==> src/sv/cdsp_pkg.sv <==
package cdsp_pkg;

    localparam int NODE_COUNT_DEF   = 8;
    localparam int MAX_BRANCHES_DEF = 3;
    localparam int DIST_BITS_DEF    = 8;
    localparam int NODE_BITS        = 3;
    localparam int COST_BITS        = 11;
    localparam logic [COST_BITS-1:0] COST_MAX = 11'd2047;

    localparam logic ACT_WRITE  = 1'b0;
    localparam logic ACT_SEARCH = 1'b1;

    // saturating cost adder, the path-cost arithmetic of the search
    function automatic logic [COST_BITS-1:0] sat_add(
        input logic [COST_BITS-1:0] a,
        input logic [COST_BITS-1:0] b
    );
        logic [COST_BITS:0] s;
        s = {1'b0, a} + {1'b0, b};
        return s[COST_BITS] ? COST_MAX : s[COST_BITS-1:0];
    endfunction

endpackage

==> src/sv/cdsp_dist_mem.sv <==
module cdsp_dist_mem #(
    parameter int NODE_COUNT = cdsp_pkg::NODE_COUNT_DEF,
    parameter int DIST_BITS  = cdsp_pkg::DIST_BITS_DEF,
    localparam int IW        = $clog2(NODE_COUNT)
) (
    input  logic                 aclk,
    input  logic                 aresetn,
    input  logic                 wr_en,
    input  logic [IW-1:0]        wr_row,
    input  logic [IW-1:0]        wr_col,
    input  logic [DIST_BITS-1:0] wr_data,
    input  logic [IW-1:0]        rd_row,
    input  logic [IW-1:0]        rd_col,
    output logic [DIST_BITS-1:0] rd_data
);
    // full power-of-two rows so {row, col} always lands inside the array
    localparam int DEPTH = 1 << (2 * IW);

    logic [DIST_BITS-1:0] mem [DEPTH];
    logic [DEPTH-1:0]     vld_reg;
    logic                 rd_vld_reg;
    logic [DIST_BITS-1:0] rd_q_reg;

    // valid bit per entry stands in for the cleared matrix
    always_ff @(posedge aclk) begin
        if (!aresetn) begin
            vld_reg <= '0;
        end else if (wr_en) begin
            vld_reg[{wr_row, wr_col}] <= 1'b1;
        end
    end

    always_ff @(posedge aclk) begin
        if (wr_en) begin
            mem[{wr_row, wr_col}] <= wr_data;
        end
        rd_q_reg   <= mem[{rd_row, rd_col}];
        rd_vld_reg <= vld_reg[{rd_row, rd_col}];
    end

    assign rd_data = rd_vld_reg ? rd_q_reg : '0;
endmodule

==> src/sv/cdsp_search.sv <==
module cdsp_search #(
    parameter int NODE_COUNT   = cdsp_pkg::NODE_COUNT_DEF,
    parameter int MAX_BRANCHES = cdsp_pkg::MAX_BRANCHES_DEF,
    parameter int DIST_BITS    = cdsp_pkg::DIST_BITS_DEF,
    localparam int IW          = $clog2(NODE_COUNT),
    localparam int XW          = $clog2(NODE_COUNT + 1),
    localparam int BW          = $clog2(MAX_BRANCHES + 1)
) (
    input  logic                              aclk,
    input  logic                              aresetn,
    input  logic                              go,
    input  logic [cdsp_pkg::NODE_BITS-1:0]    start_node,
    input  logic [cdsp_pkg::NODE_BITS-1:0]    target_node,
    output logic [IW-1:0]                     rd_row,
    output logic [IW-1:0]                     rd_col,
    input  logic [DIST_BITS-1:0]              rd_data,
    output logic                              done,
    output logic                              best_valid,
    output logic [XW-1:0]                     best_length,
    output logic [cdsp_pkg::COST_BITS-1:0]    best_cost,
    input  logic [XW-1:0]                     out_idx,
    output logic [IW-1:0]                     out_node
);
    localparam int CB = cdsp_pkg::COST_BITS;

    typedef enum logic [2:0] {ST_IDLE, ST_SCAN, ST_READ, ST_EVAL, ST_DONE} state_t;

    state_t state_reg;
    logic [IW-1:0] stk_node_reg [NODE_COUNT];
    logic [XW-1:0] stk_nxt_reg  [NODE_COUNT];
    logic [BW-1:0] stk_br_reg   [NODE_COUNT];
    logic [CB-1:0] stk_cost_reg [NODE_COUNT];
    logic [IW-1:0] best_nodes_reg [NODE_COUNT];
    logic [NODE_COUNT-1:0] mask_reg;
    logic [IW-1:0] dep_reg;
    logic [IW-1:0] nb_reg;
    logic          bvalid_reg, bsecond_reg;
    logic [XW-1:0] blen_reg;
    logic [CB-1:0] bcost_reg;
    logic [IW-1:0] tgt_reg;
    logic          tgt_ok_reg;

    logic [IW-1:0] here;
    logic [XW-1:0] nxt;
    logic [CB-1:0] newc;
    logic          take;
    logic          deep_ok;

    assign here    = stk_node_reg[dep_reg];
    assign nxt     = stk_nxt_reg[dep_reg];
    assign rd_row  = here;
    assign rd_col  = nb_reg;
    assign newc    = cdsp_pkg::sat_add(stk_cost_reg[dep_reg],
                                       CB'(rd_data));
    assign deep_ok = ({1'b0, dep_reg} + 1'b1) < (IW+1)'(NODE_COUNT);
    always_comb begin
        if (!bvalid_reg)      take = 1'b1;
        else if (bsecond_reg) take = newc <= bcost_reg;
        else                  take = newc < bcost_reg;
    end

    always_ff @(posedge aclk) begin
        if (!aresetn) begin
            state_reg   <= ST_IDLE;
            mask_reg    <= '0;
            bvalid_reg  <= 1'b0;
            bsecond_reg <= 1'b0;
            blen_reg    <= '0;
            bcost_reg   <= '0;
            dep_reg     <= '0;
        end else begin
            unique case (state_reg)
                ST_IDLE: begin
                    if (go) begin
                        bsecond_reg <= 1'b0;
                        bcost_reg   <= '0;
                        dep_reg     <= '0;
                        tgt_reg     <= IW'(target_node);
                        tgt_ok_reg  <= 32'(target_node) < NODE_COUNT;
                        if (32'(start_node) >= NODE_COUNT) begin
                            bvalid_reg <= 1'b0;
                            blen_reg   <= '0;
                            mask_reg   <= '0;
                            state_reg  <= ST_DONE;
                        end else if (start_node == target_node) begin
                            bvalid_reg        <= 1'b1;
                            blen_reg          <= XW'(1);
                            best_nodes_reg[0] <= IW'(start_node);
                            mask_reg          <= '0;
                            state_reg         <= ST_DONE;
                        end else begin
                            bvalid_reg      <= 1'b0;
                            blen_reg        <= '0;
                            stk_node_reg[0] <= IW'(start_node);
                            stk_cost_reg[0] <= '0;
                            stk_nxt_reg[0]  <= '0;
                            stk_br_reg[0]   <= '0;
                            mask_reg        <= NODE_COUNT'(1) << start_node;
                            state_reg       <= ST_SCAN;
                        end
                    end
                end
                ST_SCAN: begin
                    // find next candidate at this level, or pop (finish at the root)
                    if (nxt >= XW'(NODE_COUNT) ||
                        stk_br_reg[dep_reg] >= BW'(MAX_BRANCHES)) begin
                        if (dep_reg == '0) begin
                            mask_reg  <= '0;
                            state_reg <= ST_DONE;
                        end else begin
                            mask_reg[here] <= 1'b0;
                            dep_reg        <= dep_reg - 1'b1;
                        end
                    end else begin
                        stk_nxt_reg[dep_reg] <= nxt + 1'b1;
                        if (!mask_reg[nxt[IW-1:0]]) begin
                            nb_reg    <= nxt[IW-1:0];
                            state_reg <= ST_READ;
                        end
                    end
                end
                ST_READ: state_reg <= ST_EVAL;
                ST_EVAL: begin
                    state_reg <= ST_SCAN;
                    if (rd_data != '0) begin
                        stk_br_reg[dep_reg] <= stk_br_reg[dep_reg] + 1'b1;
                        if (deep_ok) begin
                            stk_node_reg[dep_reg+1'b1] <= nb_reg;
                            stk_cost_reg[dep_reg+1'b1] <= newc;
                            stk_nxt_reg[dep_reg+1'b1]  <= '0;
                            stk_br_reg[dep_reg+1'b1]   <= '0;
                            if (tgt_ok_reg && nb_reg == tgt_reg) begin
                                if (take) begin
                                    for (int k = 0; k < NODE_COUNT; k++) begin
                                        if (k <= int'(dep_reg)) begin
                                            best_nodes_reg[k] <= stk_node_reg[k];
                                        end
                                    end
                                    best_nodes_reg[dep_reg+1'b1] <= nb_reg;
                                    blen_reg    <= XW'(dep_reg) + XW'(2);
                                    bcost_reg   <= newc;
                                    bsecond_reg <= bvalid_reg ? !bsecond_reg : 1'b0;
                                    bvalid_reg  <= 1'b1;
                                end
                            end else begin
                                mask_reg[nb_reg] <= 1'b1;
                                dep_reg          <= dep_reg + 1'b1;
                            end
                        end
                    end
                end
                ST_DONE: state_reg <= ST_IDLE;
                default: state_reg <= ST_IDLE;
            endcase
        end
    end

    assign done        = state_reg == ST_DONE;
    assign best_valid  = bvalid_reg;
    assign best_length = blen_reg;
    assign best_cost   = bcost_reg;
    assign out_node    = best_nodes_reg[out_idx[IW-1:0]];
endmodule

==> src/sv/capped_dfs_shortest_path_top.sv <==
// channel | ports                                            | direction
// s_      | s_valid s_ready action from/to distance start    | in, one word per item
// m_      | m_valid m_ready path_node path_cost found last   | out, one word per node
// cfg     | cfg_wr_en cfg_wr_data                            | in, target node
//
// an edge write is taken on acceptance and s_ready stays high, so writes go back to back
// a search: per neighbor index only a scan step if it is already on the path, the scan, read
// and eval steps if its distance is read, a scan step per pop, then the ST_DONE and T_EMIT states
// before the first result word; all set by the single sequencer over the distance memory's read port;
// result words come straight from the held keeper, one per cycle while m_ready is high
// reset (aresetn, synchronous) clears matrix valid bits, target, keeper valid/length/cost and control
// s_ready is low from a search's acceptance until its last result word is taken
module capped_dfs_shortest_path_top #(
    parameter int NODE_COUNT   = cdsp_pkg::NODE_COUNT_DEF,
    parameter int MAX_BRANCHES = cdsp_pkg::MAX_BRANCHES_DEF,
    parameter int DIST_BITS    = cdsp_pkg::DIST_BITS_DEF
) (
    input  logic                           aclk,
    input  logic                           aresetn,
    input  logic                           cfg_wr_en,
    input  logic [cdsp_pkg::NODE_BITS-1:0] cfg_wr_data,
    input  logic                           s_valid,
    output logic                           s_ready,
    input  logic                           s_action,
    input  logic [cdsp_pkg::NODE_BITS-1:0] s_from_node,
    input  logic [cdsp_pkg::NODE_BITS-1:0] s_to_node,
    input  logic [DIST_BITS-1:0]           s_distance,
    input  logic [cdsp_pkg::NODE_BITS-1:0] s_start_node,
    output logic                           m_valid,
    input  logic                           m_ready,
    output logic [cdsp_pkg::NODE_BITS-1:0] m_path_node,
    output logic [cdsp_pkg::COST_BITS-1:0] m_path_cost,
    output logic                           m_found,
    output logic                           m_last
);
    localparam int IW = $clog2(NODE_COUNT);
    localparam int XW = $clog2(NODE_COUNT + 1);

    typedef enum logic [1:0] {T_IDLE, T_SEARCH, T_EMIT} state_t;

    state_t state_reg;
    logic [cdsp_pkg::NODE_BITS-1:0] target_reg;
    logic [XW-1:0] idx_reg;
    logic          accept, wr_go, srch_go, wr_ok;
    logic [IW-1:0] s_rd_row, s_rd_col, rd_row, rd_col;
    logic [DIST_BITS-1:0] rd_data;
    logic          done, bvalid;
    logic [XW-1:0] blen;
    logic [cdsp_pkg::COST_BITS-1:0] bcost;
    logic [IW-1:0] onode;

    assign s_ready = state_reg == T_IDLE;
    assign accept  = s_valid && s_ready;
    // out-of-range node indexes drop the write
    assign wr_ok   = 32'(s_from_node) < NODE_COUNT && 32'(s_to_node) < NODE_COUNT;
    assign wr_go   = accept && s_action == cdsp_pkg::ACT_WRITE && wr_ok;
    assign srch_go = accept && s_action == cdsp_pkg::ACT_SEARCH;

    always_ff @(posedge aclk) begin
        if (!aresetn) begin
            target_reg <= '0;
        end else if (cfg_wr_en) begin
            target_reg <= cfg_wr_data;
        end
    end

    cdsp_dist_mem #(.NODE_COUNT(NODE_COUNT), .DIST_BITS(DIST_BITS)) u_mem (
        .aclk    (aclk),
        .aresetn (aresetn),
        .wr_en   (wr_go),
        .wr_row  (IW'(s_from_node)),
        .wr_col  (IW'(s_to_node)),
        .wr_data (s_distance),
        .rd_row  (rd_row),
        .rd_col  (rd_col),
        .rd_data (rd_data)
    );
    assign rd_row = s_rd_row;
    assign rd_col = s_rd_col;

    cdsp_search #(
        .NODE_COUNT(NODE_COUNT), .MAX_BRANCHES(MAX_BRANCHES), .DIST_BITS(DIST_BITS)
    ) u_search (
        .aclk        (aclk),
        .aresetn     (aresetn),
        .go          (srch_go),
        .start_node  (s_start_node),
        .target_node (target_reg),
        .rd_row      (s_rd_row),
        .rd_col      (s_rd_col),
        .rd_data     (rd_data),
        .done        (done),
        .best_valid  (bvalid),
        .best_length (blen),
        .best_cost   (bcost),
        .out_idx     (idx_reg),
        .out_node    (onode)
    );

    // result words are read straight from the held keeper
    always_ff @(posedge aclk) begin
        if (!aresetn) begin
            state_reg <= T_IDLE;
            idx_reg   <= '0;
        end else begin
            unique case (state_reg)
                T_IDLE: if (srch_go) state_reg <= T_SEARCH;
                T_SEARCH: begin
                    if (done) begin
                        idx_reg   <= '0;
                        state_reg <= T_EMIT;
                    end
                end
                T_EMIT: begin
                    if (m_ready) begin
                        if (m_last) state_reg <= T_IDLE;
                        else        idx_reg   <= idx_reg + 1'b1;
                    end
                end
                default: state_reg <= T_IDLE;
            endcase
        end
    end

    assign m_valid      = state_reg == T_EMIT;
    assign m_found      = bvalid;
    assign m_path_node  = bvalid ? cdsp_pkg::NODE_BITS'(onode) : '0;
    assign m_path_cost  = bvalid ? bcost : '0;
    assign m_last       = !bvalid || (idx_reg + 1'b1 == blen);
endmodule

==> config.mk <==
export PLATFORM = sky130hd
export DESIGN_NAME = capped_dfs_shortest_path_top
export DESIGN_NICKNAME = d
export VERILOG_FILES = /design/src/sv/cdsp_pkg.sv /design/src/sv/cdsp_dist_mem.sv /design/src/sv/cdsp_search.sv /design/src/sv/capped_dfs_shortest_path_top.sv
export SDC_FILE = /design/constraint.sdc
export NUM_CORES = 1
export LEC_CHECK = 0
export BUFFER_PORTS_ARGS = -buffer_cell sky130_fd_sc_hd__buf_2
export CORE_ASPECT_RATIO = 1.5
export CORE_MARGIN = 8
export CORE_UTILIZATION = 53
export DETAILED_ROUTE_END_ITERATION = 10
export PLACE_DENSITY_LB_ADDON = 0.08
export SYNTH_ARGS = -nofsm -noshare
export SYNTH_HDL_FRONTEND = slang
export SYNTH_SLANG_ARGS = --single-unit
==> constraint.sdc <==
create_clock -name aclk -period 7.5 [get_ports aclk]
set_clock_uncertainty 0.05 [all_clocks]
set_input_delay 0 -clock aclk [delete_from_list [all_inputs] [get_ports aclk]]
set_output_delay 0 -clock aclk [all_outputs]
set_load 0.01 [all_outputs]
==> summary.txt <==
status: finished, violations left
failing checks: hold timing
drt wl/cell: 28.87 µm
setup slack, reg-to-reg: 1.56 ns
synth unique cells: 86
layout cells sized above 1: 17.52%
clk root buf: clkbuf_16
clock sinks: 821
Die Y: 327.2 µm
Hold WC Path Type: in2reg
Worst Path Required: 7.97 ns
CTS resizes: 0
number of global-route vias before repair: 20410
Initial Util: 53.30%
RD Place Congestion: 0.8467
core area: 64190 µm²
die footprint: 73100 µm²
leading cell types in the layout, fill and taps excluded: edfxtp_1 (686), nor2_1 (185), dfxtp_1 (133)
Chip Width: 223.4 µm
CP Max Fanout: 23
number of buffers created by CTS: 77
clk buf depth: 3
Post-Synthesis Net Count: 2287
all-layer global routing usage: 24.72%
CTS HTree Levels: 3
Synth Flop Type: edfxtp_1
Tcrit/Tclk final: 79.19%
final antenna-violating net count: 0
Crit Path Category: reg2reg
Worst-path clk slew: 0.07 ns
Clock Latency Late Sink: 0.63 ns
Synth Cell Area: 34210 µm²
CTS tree: built
Congestion Overflow GR: 0
Post-CTS Setup Bufs: 0
Max-Cap Viols: 0
Final Max Tran Viols: 0
nets: 2337
commonest non-fill, non-tap cell in the layout: edfxtp_1
Routed WL: 91.02 mm
Via Count: 20160
final setup margin: 1.561 ns
element type at the critical path end: flip-flop
Critical Path AT: 6.41 ns
setup TNS: 0 ns
Synth Warn #: 0
I/O Pins: 44
PortBufs: 43
Post-synth ARST share: 0%
largest net degree at the start of global routing: 104
worst-margin pin slew: 1.246 ns
max reg flops: 512
hold_ws: -0.009380 ns
Area Overhead vs Synth: 10.80%
Pwr per Cell Area: 252.5 nW/µm²
Final Setup Violations: 0
unrepaired setup endpoints after global routing: no
Synth Instances: 2227
DR pass1 iterations: 6
# fillers: 4935
highest clock rate: 0.1684 GHz
Cell Rows: 114
# DRC: 0
Peak supply drop: 0.1972 mV
detailed-placement wirelength estimate: 57.98 mm
first-pass GRT wire length: 134.1 mm
Final Hold Viols: 4
DRT iter0 DRCs: 1567
register bit total from synthesis: 821
pre-CTS setup slack: 1.543 ns
syn avg cell area: 15.36 µm²
CP Launch Type: flip-flop
CTS Hold Bufs: 16
Util after Layout: 59.05%
Slew HR: 16.94%
Post-synth EDFFs: 686
P_leak: 12.40 nW
initial antenna violation count: 2
sequential area share after synthesis: 68.12%
vias per inst: 6.393
minimum clock period: 5.939 ns
## cells in the mapped netlist (all sizes together), types with 6 or more instances
master	number	area [µm²]
nor2b	22	137.6
dfxtp	135	2703
a21oi	62	314.1
a221oi	53	464.2
nand2	109	416.7
nand4	6	37.54
o221ai	11	96.34
buf	62	357.8
nand2b	10	62.56
a21o	9	67.56
xnor2	8	70.07
nor3	20	110.1
o22ai	23	143.9
nand3	44	220.2
inv	43	161.4
mux2i	97	978.4
ha	33	412.9
edfxtp	686	20600
o21a	69	518.0
a221o	8	80.08
a211oi	8	60.06
a22oi	24	180.2
a31oi	9	56.30
xor2	10	87.58
nor2	191	726.9
o211ai	18	135.1
and2	25	156.4
a21boi	7	52.55
o31ai	6	45.04
a22o	10	87.58
and3	15	93.84
clkbuf	68	255.2
nand3b	8	60.06
mux4	108	2474
mux2	82	927.1
o21ai	65	325.3
## worst max-delay path, stage by stage (launching register included)
cell and delay (ns):
dfxtp_2 0.83, mux4_2 0.59, mux2_2 0.27, ha_1 0.34, a21o_1 0.20, a21oi_1 0.14
nand2_1 0.13, a21oi_1 0.26, nor2_1 0.18, a21oi_1 0.30, inv_1 0.08, ha_1 0.30
nand4_1 0.12, o31ai_1 0.33, nor2_1 0.12, nor4b_2 0.80, nand2_1 0.47, o31ai_1 0.30
## power by group
group | internal [mW] | switching (mW)
combinational | 0.220 | 0.429
clock | 2.23 | 1.69
sequential | 4.96 | 0.0377
## per-layer routing
layer  track usage (%)  routed length, µm  up-vias
met4             12.12               4406        2
met1             29.08              33810    10320
met3             3.312               5296      197
met2             44.19              47490      808
met5                 0                 13        -
li1                  -                  -     8829
## path summary, 6_finish.rpt
kind,startpoint,endpoint,cells past startpoint
worst max-delay path,flip-flop,u_search.best_cost[10]$_SDFFE_PN0P_,17
worst min-delay path,s_distance[1],u_mem.mem[14][1]$_DFFE_PP_,2
worst max register to register,flip-flop,u_search.best_cost[10]$_SDFFE_PN0P_,17
worst min register to register,u_mem.vld_reg[60]$_SDFFE_PN0P_,u_mem.vld_reg[60]$_SDFFE_PN0P_,1
## area by class of cell
type | instances | area, µm² | share of cell area [%]
clock buffers | 105 | 2115 | 5.578
flip-flops and latches | 821 | 23300 | 61.48
diodes | 1 | 2.502 | 0.006602
repair buffers | 101 | 718.2 | 1.895
multi-input cells | 1231 | 10180 | 26.85
well taps | 812 | 1016 | 2.680
clock inverters | 37 | 402.9 | 1.063
inverters | 45 | 168.9 | 0.4456
## logic make-up after synthesis
family / count (synthesis) / synth area share, %
xor gates and xnor gates: 18 / 0.4608
buffers and inverters: 175 / 2.286
muxes: 287 / 12.80
DFF: 821 / 68.12
adders and majority gates: 34 / 1.266
and+or+nand+nor: 473 / 6.397
AOI/OAI and AO/OA: 419 / 8.672
## metrics by stage
stage               total power [mW]  cell area (µm²)  instances
floorplan                      5.479            34210       2227
global placement               5.714            35230       2994
detailed placement             5.726            35230       2994
CTS                            9.625            37900       3152
global route                   9.837            37900       3152
finish                         9.571            37910       3153
(Power assumes the default switching activity.)
